===== config.mk =====
export PLATFORM = sky130hd
export DESIGN_NAME = date_add_subtract_days_top
export DESIGN_NICKNAME = d
export VERILOG_FILES = /design/src/sv/dasd_pkg.sv /design/src/sv/date_add_subtract_days_top.sv /design/src/sv/dasd_ctrl.sv /design/src/sv/dasd_dp.sv
export SDC_FILE = /design/constraint.sdc
export NUM_CORES = 1
export LEC_CHECK = 0
export BUFFER_PORTS_ARGS = -buffer_cell sky130_fd_sc_hd__buf_2
export CAP_MARGIN = 20
export CORE_ASPECT_RATIO = 1.5
export CORE_MARGIN = 2
export CORE_UTILIZATION = 40
export DETAILED_ROUTE_END_ITERATION = 8
export HOLD_SLACK_MARGIN = 0.08
export SETUP_SLACK_MARGIN = 0.1
export SLEW_MARGIN = 20
export SYNTH_ARGS = -nofsm -noshare
export SYNTH_HDL_FRONTEND = slang
export SYNTH_SLANG_ARGS = --single-unit

===== constraint.sdc =====
create_clock -name clk_i -period 5.1 [get_ports clk_i]
set_input_delay 0.255 -clock clk_i [delete_from_list [all_inputs] [get_ports clk_i]]
set_output_delay 0.255 -clock clk_i [all_outputs]
set_load 0.1 [all_outputs]

===== src/sv/dasd_pkg.sv =====
// ----------------------------------------------------------------------------
// dasd_pkg
// Shared types, constants and calendar helpers for the date add/subtract block.
// ----------------------------------------------------------------------------
package dasd_pkg;

  localparam int YEAR_W      = 14;
  localparam int MONTH_W     = 4;
  localparam int DAY_W       = 5;
  localparam int STATUS_W    = 2;
  localparam int YMOD_W      = 9;
  localparam int MAX_YEAR    = 9999;
  localparam int CYCLE_DAYS  = 146097;
  localparam int CYCLE_YEARS = 400;

  localparam logic [STATUS_W-1:0] STATUS_OK        = 2'd0;
  localparam logic [STATUS_W-1:0] STATUS_BAD_DATE  = 2'd1;
  localparam logic [STATUS_W-1:0] STATUS_OUT_RANGE = 2'd2;

  localparam logic [MONTH_W-1:0] MONTH_JAN = 4'd1;
  localparam logic [MONTH_W-1:0] MONTH_FEB = 4'd2;
  localparam logic [MONTH_W-1:0] MONTH_DEC = 4'd12;

  localparam logic [DAY_W-1:0] MONTH_LEN [12] = '{
    5'd31, 5'd28, 5'd31, 5'd30, 5'd31, 5'd30,
    5'd31, 5'd31, 5'd30, 5'd31, 5'd30, 5'd31
  };

  typedef enum logic [2:0] {
    ST_IDLE,
    ST_PREP,
    ST_CHECK,
    ST_CYCLE,
    ST_WALK,
    ST_FINISH
  } dasd_state_e;

  typedef struct packed {
    logic load;
    logic prep;
    logic check;
    logic cycle_step;
    logic walk_step;
    logic out_load;
  } dasd_cmd_t;

  typedef struct packed {
    logic date_ok;
    logic n_ge_cycle;
    logic n_zero;
  } dasd_stat_t;

  // year mod 400 of a 14-bit year by conditional subtraction
  function automatic logic [YMOD_W-1:0] year_mod400(input logic [YEAR_W-1:0] y);
    logic [YEAR_W-1:0] r;
    r = y;
    for (int k = 5; k >= 0; k--) begin
      if (r >= YEAR_W'(CYCLE_YEARS << k)) begin
        r = r - YEAR_W'(CYCLE_YEARS << k);
      end
    end
    return YMOD_W'(r);
  endfunction

  // leap rule from the year's position in the 400-year cycle
  function automatic logic is_leap(input logic [YMOD_W-1:0] ymod);
    logic century;
    century = (ymod == YMOD_W'(100)) || (ymod == YMOD_W'(200)) ||
              (ymod == YMOD_W'(300));
    return (ymod[1:0] == 2'b00) && !century;
  endfunction

  function automatic logic [DAY_W-1:0] month_days(input logic [MONTH_W-1:0] m,
                                                  input logic leap);
    logic [MONTH_W-1:0] idx;
    idx = m - MONTH_JAN;
    if ((m < MONTH_JAN) || (m > MONTH_DEC)) begin
      return '0;
    end else if ((m == MONTH_FEB) && leap) begin
      return DAY_W'(29);
    end else begin
      return MONTH_LEN[idx];
    end
  endfunction

endpackage


===== src/sv/date_add_subtract_days_top.sv =====
// ----------------------------------------------------------------------------
// date_add_subtract_days_top
// Gregorian date plus or minus a day count, with input check and year clamp.
// ----------------------------------------------------------------------------
// An item is accepted in idle; the year is then reduced mod 400 and the date
// is checked. A valid date then passes the 400-year stage, which takes one
// step per whole 146097 days when COUNT_WIDTH exceeds 17, and then the
// datapath's month walk: one step for each month crossed, plus one for a
// remainder inside the last month. When the count has run out, the result
// moves into the output register; an invalid date goes there straight from
// the check. The output register lets the next item start while a result
// still waits to be taken. That item then holds before its own result until
// the register frees.
module date_add_subtract_days_top
  import dasd_pkg::*;
#(
  parameter int COUNT_WIDTH = 16,
  parameter int MIN_YEAR    = 1600
) (
  input  logic                   clk_i,
  input  logic                   rst_ni,
  input  logic                   in_valid_i,
  output logic                   in_ready_o,
  input  logic                   mode_i,
  input  logic [YEAR_W-1:0]      year_in_i,
  input  logic [MONTH_W-1:0]     month_in_i,
  input  logic [DAY_W-1:0]       day_in_i,
  input  logic [COUNT_WIDTH-1:0] day_count_i,
  output logic                   out_valid_o,
  input  logic                   out_ready_i,
  output logic [YEAR_W-1:0]      year_out_o,
  output logic [MONTH_W-1:0]     month_out_o,
  output logic [DAY_W-1:0]       day_out_o,
  output logic [STATUS_W-1:0]    status_o
);

  dasd_cmd_t  cmd;
  dasd_stat_t stat;

  dasd_ctrl u_ctrl (
    .clk_i       (clk_i),
    .rst_ni      (rst_ni),
    .in_valid_i  (in_valid_i),
    .in_ready_o  (in_ready_o),
    .out_valid_o (out_valid_o),
    .out_ready_i (out_ready_i),
    .stat_i      (stat),
    .cmd_o       (cmd)
  );

  dasd_dp #(
    .COUNT_WIDTH (COUNT_WIDTH),
    .MIN_YEAR    (MIN_YEAR)
  ) u_dp (
    .clk_i       (clk_i),
    .cmd_i       (cmd),
    .stat_o      (stat),
    .mode_i      (mode_i),
    .year_in_i   (year_in_i),
    .month_in_i  (month_in_i),
    .day_in_i    (day_in_i),
    .day_count_i (day_count_i),
    .year_out_o  (year_out_o),
    .month_out_o (month_out_o),
    .day_out_o   (day_out_o),
    .status_o    (status_o)
  );

endmodule


===== src/sv/dasd_ctrl.sv =====
// ----------------------------------------------------------------------------
// dasd_ctrl
// Sequencer for the date add/subtract block: load, checks, month walk, output.
// ----------------------------------------------------------------------------
module dasd_ctrl
  import dasd_pkg::*;
(
  input  logic       clk_i,
  input  logic       rst_ni,
  input  logic       in_valid_i,
  output logic       in_ready_o,
  output logic       out_valid_o,
  input  logic       out_ready_i,
  input  dasd_stat_t stat_i,
  output dasd_cmd_t  cmd_o
);

  dasd_state_e state_q, state_d;
  logic        out_valid_q, out_valid_d;
  logic        out_free;

  assign out_free = !out_valid_q || out_ready_i;

  always_comb begin
    state_d = state_q;
    case (state_q)
      ST_IDLE: begin
        if (in_valid_i) state_d = ST_PREP;
      end
      ST_PREP: state_d = ST_CHECK;
      ST_CHECK: begin
        state_d = stat_i.date_ok ? ST_CYCLE : ST_FINISH;
      end
      ST_CYCLE: begin
        if (!stat_i.n_ge_cycle) state_d = ST_WALK;
      end
      ST_WALK: begin
        if (stat_i.n_zero) state_d = ST_FINISH;
      end
      ST_FINISH: begin
        if (out_free) state_d = ST_IDLE;
      end
      default: state_d = ST_IDLE;
    endcase
  end

  always_comb begin
    cmd_o      = '0;
    in_ready_o = 1'b0;
    case (state_q)
      ST_IDLE: begin
        in_ready_o = 1'b1;
        cmd_o.load = in_valid_i;
      end
      ST_PREP:   cmd_o.prep = 1'b1;
      ST_CHECK:  cmd_o.check = 1'b1;
      ST_CYCLE:  cmd_o.cycle_step = stat_i.n_ge_cycle;
      ST_WALK:   cmd_o.walk_step = !stat_i.n_zero;
      ST_FINISH: cmd_o.out_load = out_free;
      default: begin
        cmd_o      = '0;
        in_ready_o = 1'b0;
      end
    endcase
  end

  // a new result may replace one taken in the same cycle
  always_comb begin
    out_valid_d = out_valid_q;
    if (cmd_o.out_load) begin
      out_valid_d = 1'b1;
    end else if (out_ready_i) begin
      out_valid_d = 1'b0;
    end
  end

  always_ff @(posedge clk_i or negedge rst_ni) begin
    if (!rst_ni) begin
      state_q     <= ST_IDLE;
      out_valid_q <= 1'b0;
    end else begin
      state_q     <= state_d;
      out_valid_q <= out_valid_d;
    end
  end

  assign out_valid_o = out_valid_q;

endmodule


===== src/sv/dasd_dp.sv =====
// ----------------------------------------------------------------------------
// dasd_dp
// Datapath: date registers, 400-year reduction, one month step per cycle,
// range clamp and the output register.
// ----------------------------------------------------------------------------
module dasd_dp
  import dasd_pkg::*;
#(
  parameter int COUNT_WIDTH = 16,
  parameter int MIN_YEAR    = 1600
) (
  input  logic                   clk_i,
  input  dasd_cmd_t              cmd_i,
  output dasd_stat_t             stat_o,
  input  logic                   mode_i,
  input  logic [YEAR_W-1:0]      year_in_i,
  input  logic [MONTH_W-1:0]     month_in_i,
  input  logic [DAY_W-1:0]       day_in_i,
  input  logic [COUNT_WIDTH-1:0] day_count_i,
  output logic [YEAR_W-1:0]      year_out_o,
  output logic [MONTH_W-1:0]     month_out_o,
  output logic [DAY_W-1:0]       day_out_o,
  output logic [STATUS_W-1:0]    status_o
);

  // count register holds at least the 400-year day count
  localparam int NW = (COUNT_WIDTH > 18) ? COUNT_WIDTH : 18;
  // signed year, wide enough for the full drift the count allows
  localparam int YW = (COUNT_WIDTH > 21) ? COUNT_WIDTH - 5 : 16;

  localparam logic signed [YW-1:0] MinYearS   = YW'(MIN_YEAR);
  localparam logic signed [YW-1:0] MaxYearS   = YW'(MAX_YEAR);
  localparam logic signed [YW-1:0] CycYearsS  = YW'(CYCLE_YEARS);
  localparam logic [NW-1:0]        CycDays    = NW'(CYCLE_DAYS);
  localparam logic [YMOD_W-1:0]    YmodLast   = YMOD_W'(CYCLE_YEARS - 1);

  logic                     mode_q;
  logic signed [YW-1:0]     year_q, year_d;
  logic [MONTH_W-1:0]       month_q, month_d;
  logic [DAY_W-1:0]         day_q, day_d;
  logic [NW-1:0]            n_q, n_d;
  logic [YMOD_W-1:0]        ymod_q, ymod_d;
  logic                     bad_q, bad_d;

  logic [YEAR_W-1:0]        year_out_q, year_out_d;
  logic [MONTH_W-1:0]       month_out_q, month_out_d;
  logic [DAY_W-1:0]         day_out_q, day_out_d;
  logic [STATUS_W-1:0]      status_q, status_d;

  logic [DAY_W-1:0]         dim_cur;
  logic [DAY_W:0]           left;
  logic [MONTH_W-1:0]       prev_month;
  logic [YMOD_W-1:0]        prev_ymod;
  logic                     date_ok;

  assign dim_cur = month_days(month_q, is_leap(ymod_q));
  assign left    = {1'b0, dim_cur} - {1'b0, day_q} + (DAY_W+1)'(1);

  assign prev_month = (month_q == MONTH_JAN) ? MONTH_DEC : month_q - MONTH_JAN;
  assign prev_ymod  = (month_q != MONTH_JAN) ? ymod_q :
                      ((ymod_q == '0) ? YmodLast : ymod_q - YMOD_W'(1));

  assign date_ok = (year_q > MinYearS) && (month_q >= MONTH_JAN) &&
                   (month_q <= MONTH_DEC) && (day_q != '0) && (day_q <= dim_cur);

  assign stat_o.date_ok    = date_ok;
  assign stat_o.n_ge_cycle = (n_q >= CycDays);
  assign stat_o.n_zero     = (n_q == '0);

  always_comb begin
    year_d  = year_q;
    month_d = month_q;
    day_d   = day_q;
    n_d     = n_q;
    ymod_d  = ymod_q;
    bad_d   = bad_q;
    if (cmd_i.load) begin
      year_d  = YW'(year_in_i);
      month_d = month_in_i;
      day_d   = day_in_i;
      n_d     = NW'(day_count_i);
    end
    if (cmd_i.prep) begin
      ymod_d = year_mod400(year_q[YEAR_W-1:0]);
    end
    if (cmd_i.check) begin
      bad_d = !date_ok;
    end
    if (cmd_i.cycle_step) begin
      n_d    = n_q - CycDays;
      year_d = mode_q ? year_q - CycYearsS : year_q + CycYearsS;
    end
    if (cmd_i.walk_step) begin
      if (!mode_q) begin
        if (n_q >= NW'(left)) begin
          n_d   = n_q - NW'(left);
          day_d = DAY_W'(1);
          if (month_q == MONTH_DEC) begin
            month_d = MONTH_JAN;
            year_d  = year_q + YW'(1);
            ymod_d  = (ymod_q == YmodLast) ? '0 : ymod_q + YMOD_W'(1);
          end else begin
            month_d = month_q + MONTH_W'(1);
          end
        end else begin
          // remainder fits in this month
          day_d = day_q + n_q[DAY_W-1:0];
          n_d   = '0;
        end
      end else begin
        if (n_q >= NW'(day_q)) begin
          n_d     = n_q - NW'(day_q);
          month_d = prev_month;
          ymod_d  = prev_ymod;
          if (month_q == MONTH_JAN) year_d = year_q - YW'(1);
          day_d = month_days(prev_month, is_leap(prev_ymod));
        end else begin
          day_d = day_q - n_q[DAY_W-1:0];
          n_d   = '0;
        end
      end
    end
  end

  always_comb begin
    if (bad_q) begin
      year_out_d  = '0;
      month_out_d = '0;
      day_out_d   = '0;
      status_d    = STATUS_BAD_DATE;
    end else if (year_q <= MinYearS) begin
      year_out_d  = YEAR_W'(MIN_YEAR + 1);
      month_out_d = MONTH_JAN;
      day_out_d   = DAY_W'(1);
      status_d    = STATUS_OUT_RANGE;
    end else if (year_q > MaxYearS) begin
      year_out_d  = YEAR_W'(MAX_YEAR);
      month_out_d = MONTH_DEC;
      day_out_d   = DAY_W'(31);
      status_d    = STATUS_OUT_RANGE;
    end else begin
      year_out_d  = year_q[YEAR_W-1:0];
      month_out_d = month_q;
      day_out_d   = day_q;
      status_d    = STATUS_OK;
    end
  end

  always_ff @(posedge clk_i) begin
    if (cmd_i.load) mode_q <= mode_i;
    year_q  <= year_d;
    month_q <= month_d;
    day_q   <= day_d;
    n_q     <= n_d;
    ymod_q  <= ymod_d;
    bad_q   <= bad_d;
    if (cmd_i.out_load) begin
      year_out_q  <= year_out_d;
      month_out_q <= month_out_d;
      day_out_q   <= day_out_d;
      status_q    <= status_d;
    end
  end

  assign year_out_o  = year_out_q;
  assign month_out_o = month_out_q;
  assign day_out_o   = day_out_q;
  assign status_o    = status_q;

endmodule

Word level (Yosys, flattened, before mapping)
Memories as Yosys holds them, arrays and structs flattened.
Cells that the tools add are included.
{ "word_totals": {"reg_bits": 83, "romBits": 160, "inputBits": 44, "output_inout_bits": 27, "elab_cells": 196, "mem_count": 2} }
{ "mem_list": {"columns": ["memory", "depth", "word_bits", "rd", "rd_ports_with_merged_regs", "write_ports", "line_no", "rtl"], "rows": [
  ["(no name shown)", 16, 5, 1, 0, 0, "dasd_pkg.sv:82", "return MONTH_LEN[idx];"],
  ["(no name shown)", 16, 5, 1, 0, 0, "dasd_pkg.sv:82", null]
]} }
{ "classes": {"addsub": 22, "order_cmp": 21, "n_eq_ne": 21, "mux": 78, "bitwise_logic": 2, "n_reduce_logical": 32} }
{ "ops": {"columns": ["cell", "n"], "rows": [
  ["14-bit two-way mux", 11],
  ["16-bit two-way mux", 9],
  ["18-bit two-way mux", 6],
  ["9-bit two-way mux", 10],
  ["5-bit two-way mux", 14],
  ["4-bit two-way mux", 8],
  ["9-bit equality test (second input constant)", 3],
  ["9-bit by 7-bit equality test with 1-bit output (second input constant)", 2],
  ["9-bit by 8-bit equality test with 1-bit output (second input constant)", 2],
  ["18-bit greater-or-equal comparator (second input constant)", 1],
  ["18-bit by 5-bit greater-or-equal comparator with 1-bit output", 1],
  ["18-bit by 6-bit greater-or-equal comparator with 1-bit output", 1],
  ["18-bit zero test", 1],
  ["3-bit one-hot mux with 6 select lines", 1],
  ["18-bit subtractor (second input constant)", 1],
  ["18-bit by 5-bit subtractor with 18-bit output", 1],
  ["18-bit by 6-bit subtractor with 18-bit output", 1],
  ["16-bit by 10-bit adder with 16-bit output (second input constant)", 1],
  ["16-bit by 2-bit adder with 16-bit output (second input constant)", 1],
  ["16-bit by 12-bit greater-than comparator with 1-bit output (second input constant)", 1],
  ["16-bit by 15-bit greater-than comparator with 1-bit output (second input constant)", 1],
  ["16-bit by 12-bit less-or-equal comparator with 1-bit output (second input constant)", 1],
  ["16-bit by 10-bit subtractor with 16-bit output (second input constant)", 1],
  ["16-bit by 2-bit subtractor with 16-bit output (second input constant)", 1],
  ["52 further kinds", 96]
]} }

Depth between registers and ports, before layout
{ "depth": {"word_depth": 22, "ltp_mapped": 29, "mapped_depth_nobuf": 27} }

Hierarchy
A second synthesis with hierarchy kept.
{ "hier_totals": {"cells_unflattened": 1216, "hier_area_um2": 9469.1} }
{ "by_module_without_submodules": {"columns": ["mod", "instances", "cells_per_inst", "area_per_inst_um2", "seq_area_each_um2"], "rows": [
  ["dasd_dp", 1, 1183, 9148.8, 2082.0],
  ["dasd_ctrl", 1, 33, 320.3, 100.1]
]} }

Least setup slack after synthesis
No wires, ideal clock.
{ "synth_path": {"kind": "register to register", "from": "register u_dp.year_q[9]", "to": "register u_dp.ymod_q[5]", "setup_time_ns": 0.079, "t_arrival_ns": 5.559, "t_required_ns": 5.021, "path_slack_ns": -0.538, "stages_incl_launch_ff": 27, "n_path_buf": 3, "synth_period_minus_slack_ns": 5.638, "path_cell_list": "dfxtp_1 > buf_2 > a21bo_1 > o21a_1 > ha_1 > nor2b_1 > a22o_1 > or4_1 > and3_1 > buf_6 > nand4b_1 > nand3_1 > buf_2 > o21ai_0 > o31a_1 > inv_1 > ha_1 > and3_1 > o31a_1 > nor2_1 > xnor2_1 > ha_1 > nand2_1 > o2111a_1 > o311ai_4 > mux2_4 > a211oi_2"} }
{ "synth_between": {"elab_chain_cells": 22, "elab_cells_between_ends": 29, "classes_between": "add/sub: 6; order compare: 6; mux: 17"} }
{ "synth_rtl": {"columns": ["element", "line_no", "rtl"], "rows": [
  ["start: declaration", "dasd_dp.sv:38", "logic signed [YW-1:0] year_q, year_d;"],
  ["start signal: assignment", "dasd_dp.sv:151", "year_q <= year_d;"],
  ["14-bit subtractor or 14-bit greater-or-equal comparator (tied branches)", "dasd_pkg.sv:59, dasd_pkg.sv:58", null],
  ["14-bit two-way mux *", "dasd_pkg.sv:58", "if (r >= YEAR_W'(CYCLE_YEARS << k)) begin"],
  ["14-bit two-way mux *", "dasd_dp.sv:83", "if (cmd_i.prep) begin"],
  ["14-bit by 13-bit subtractor with 14-bit output or 14-bit by 13-bit greater-or-equal comparator with 1-bit output (tied branches)", "dasd_pkg.sv:59, dasd_pkg.sv:58", null],
  ["14-bit two-way mux *", "dasd_pkg.sv:58", null],
  ["14-bit two-way mux *", "dasd_dp.sv:83", null],
  ["14-bit by 12-bit subtractor with 14-bit output or 14-bit by 12-bit greater-or-equal comparator with 1-bit output (tied branches)", "dasd_pkg.sv:59, dasd_pkg.sv:58", null],
  ["14-bit two-way mux *", "dasd_pkg.sv:58", null],
  ["[7 not listed]", null, null],
  ["14-bit by 9-bit greater-or-equal comparator with 1-bit output or 9-bit subtractor (tied branches)", "dasd_pkg.sv:58, dasd_pkg.sv:59", null],
  ["9-bit two-way mux *", "dasd_pkg.sv:58", null],
  ["9-bit two-way mux *", "dasd_dp.sv:83", null],
  ["9-bit two-way mux", "dasd_dp.sv:98", "if (month_q == MONTH_DEC) begin"],
  ["9-bit two-way mux", "dasd_dp.sv:95", "if (n_q >= NW'(left)) begin"],
  ["9-bit two-way mux", "dasd_dp.sv:94", "if (!mode_q) begin"],
  ["9-bit two-way mux *", "dasd_dp.sv:93", "if (cmd_i.walk_step) begin"],
  ["named net u_dp.ymod_d[5]", "dasd_dp.sv:42", "logic [YMOD_W-1:0] ymod_q, ymod_d;"],
  ["end signal: assignment", "dasd_dp.sv:155", "ymod_q <= ymod_d;"],
  ["end: declaration", "dasd_dp.sv:42", null]
]} }
The timed path passes the listed nets; every way through them passes the cells marked *. The select of a mux whose other input is x is not followed.
A chain may end at the register's enable or synchronous reset.

Worst setup path in the final report
Ends and elaborated chain as after synthesis.

==> impl_metrics.ini <==
[timing]
max_slew_margin_pct = 38.63
worst_hold_slack_ps = 141.6
max_freq_mhz = 202.7
fin_crit_ps = 4933
tightest_slew_ps = 918.6
rsz0062_at_grt = yes
min_period_over_period_pct = 96.73
fin_skew_ps = 11.53
hold_viol_final = 0
slew_violations = 0
setup_viol = 0

[synth]
ys_warn_count = 0
yosysTopAreaCellShare_pct = 16.69
ys.flop_type = edfxtp_1
synth.most_common_cell = nand2_1
synthCells = 1156
yosys-top-cells-area = edfxtp_1 17%, ha_1 8.8%, dfxtp_1 6.5%
synth_cell_types = 92
synth_commonest_cells = 109 x nand2_1, 97 x nor2_1, 92 x a21oi_1
synth_edf_count = 50
synth_area_leader_cell = edfxtp_1
synth.avg_cell_area_um2 = 7.780
ys_seq_elements = 83
syn_nets = 1270
syn_area_mm2 = 0.008994
yosysSeqAreaShare_pct = 24.26
async_flop_share_pct = 4.819

[outcome]
status = finished, final reports clean

[cts]
path_clk_slew_ps = 70
cts-buffers-inserted = 9
clock_latency_ps = 370
cts_tree = built
clk_path_buf_depth = 2
ctsHtreeMaxLevel = 3
root_buffer = clkbuf_16
clkSinkCount = 83

[detailed_routing]
wl_per_cell_um = 19.70
drtIter0Drc = 490
routed_via_density = 6.063
drc = 0
firstDrtPassIters = 5
vias = 9410
ant_nets = 0
routed_wl_um = 30580

[floorplanning]
core-area_mm2 = 0.02222
die_x_um = 126.4
pin_count = 71
die_y_um = 187.6
initial_core_util_pct = 40.48
die_area_mm2 = 0.02372
num_rows = 67

[worst_setup_path]
cp.required_ps = 5390
crit_type = reg2reg
r2r_slack_ps = 170
startpoint_type = flip-flop
arrival_ps = 5230
critPathMaxFanout = 6
critPathCaptureType = flip-flop

[layout]
syn2layout_area_growth_pct = 21.16
fin_nets = 1384
final_area_mm2 = 0.01090
drive_above_1_share_pct = 21.88

[flow_run]
drv_cap = 0

[global_routing]
grt_pass1_wl_um = 47720
antenna_found_initial = 1
gr-usage-all-layers_pct = 25.10
grt_max_degree = 53
overflow = 0
first_global_vias = 9128

[place]
dpl-instance-area_mm2 = 0.01013
hpwl_um = 22840
gp_congestion = 0.9547
portBuffers = 70

[worst_hold_path]
hold_class = in2reg
[area by class of cell]
type	count	area, um^2
clock inverters	3	17.52
flip-flops and latches	83	2201
inverters	56	210.2
clock buffers	13	282.8
fillers	2169	11320
well taps	276	345.3
repair buffers	184	1255
diodes	1	2.502
multi-input cells	936	6583
[cell usage in the layout (no fill, tap or decap), drive strengths merged, types with 6 or more instances in the layout]
| master | n |
|---|---|
| or3 | 11 |
| o211ai | 21 |
| nand3 | 37 |
| and3 | 16 |
| o21ai | 78 |
| nor2b | 17 |
| nand4 | 8 |
| a22oi | 17 |
| o311ai | 6 |
| clkbuf | 13 |
| inv | 55 |
| nor4 | 12 |
| a211oi | 22 |
| ha | 63 |
| o221ai | 11 |
| buf | 182 |
| edfxtp | 50 |
| xnor2 | 37 |
| dfxtp | 29 |
| o21a | 12 |
| nand2 | 111 |
| nor3 | 28 |
| a21boi | 12 |
| a21oi | 92 |
| fa | 7 |
| mux2i | 9 |
| a21o | 17 |
| nor2 | 97 |
| a31oi | 18 |
| nand2b | 11 |
| xor2 | 29 |
| o21bai | 13 |
| o22ai | 31 |
[metrics by stage]
step	TNS, ps	cells	setup slack [ps]	util (%)
after global placement	0	1508	146.3	45.60
after detailed placement	0	1508	9.569	45.60
after floorplan	-119.8	1156	-119.8	-
after global routing	-75.40	1551	-60.63	49.04
final	0	1552	166.5	49.05
after CTS	0	1527	96.39	47.19
[final timing paths]
check | start | end | depth (start not counted)
worst min-delay path | year_in_i[0] | u_dp.year_q[0] | 3
worst max register to register | u_dp.year_q[9] | u_dp.ymod_q[5] | 23
max in group asynchronous | rst_ni | u_ctrl.out_valid_o | 2
worst max-delay path | u_dp.year_q[9] | u_dp.ymod_q[5] | 23
worst min register to register | u_dp.year_q[0] | u_dp.year_q[0] | 2
min in group asynchronous | rst_ni | u_ctrl.state_q[0] | 2
[per-layer routing]
| layer | global-route usage [%] | share of wire (%) | vias to the layer above |
|---|---|---|---|
| met4 | 15.09 | 5.3 | 0 |
| met2 | 44.78 | 51 | 334 |
| met5 | 0 | 0 | - |
| li1 | - | - | 4525 |
| met1 | 28.38 | 39 | 4455 |
| met3 | 2.682 | 4.8 | 96 |
[cells by family after synthesis]
| group | share of synthesized area, % |
|---|---|
| AOI/OAI and AO/OA | 31.29 |
| and+or+nand+nor | 20.45 |
| buffers and inverters | 5.954 |
| DFF | 24.26 |
| adders and majority gates | 10.32 |
| xor gates and xnor gates | 6.427 |
| muxes | 1.294 |
[state kept, by name, summed over array words and instances (netlist names)]
name                count
u_dp.status_o           2
u_dp.day_out_o          5
u_dp.month_q            4
u_ctrl.state_q          3
u_dp.ymod_q             9
u_dp.year_out_o        14
u_dp.month_out_o        4
u_ctrl.out_valid_o      1
u_dp.n_q               18
u_dp.bad_q              1
u_dp.day_q              5
u_dp.year_q            16
u_dp.mode_q             1
[critical path, cell delays in order (launching register included)]
cell	delay (ps)
dfxtp_4	370
a21bo_1	230
o21a_2	150
ha_4	170
nor2b_4	140
a22o_1	280
or4_4	460
and3_4	210
o2111ai_4	70
o211ai_2	150
and2_4	190
o31a_1	290
inv_2	80
ha_4	120
and3_4	160
o31a_1	190
nor2_4	70
xnor2_2	240
ha_2	230
nand2_2	50
o2111a_1	160
o311ai_4	320
mux2_4	340
a211oi_2	200
[timing repair]
item,CTS,global route
endpoints found under the setup margin,5,40
endpoints found under the hold margin,5,0
buffers inserted,1,23
resized for setup,7,56
hold buffers,2,0
pin swaps,6,41
Power is left out: the tool's default activity adds up to more than one toggle a clock period on the data nets, which glitch-free logic cannot reach.
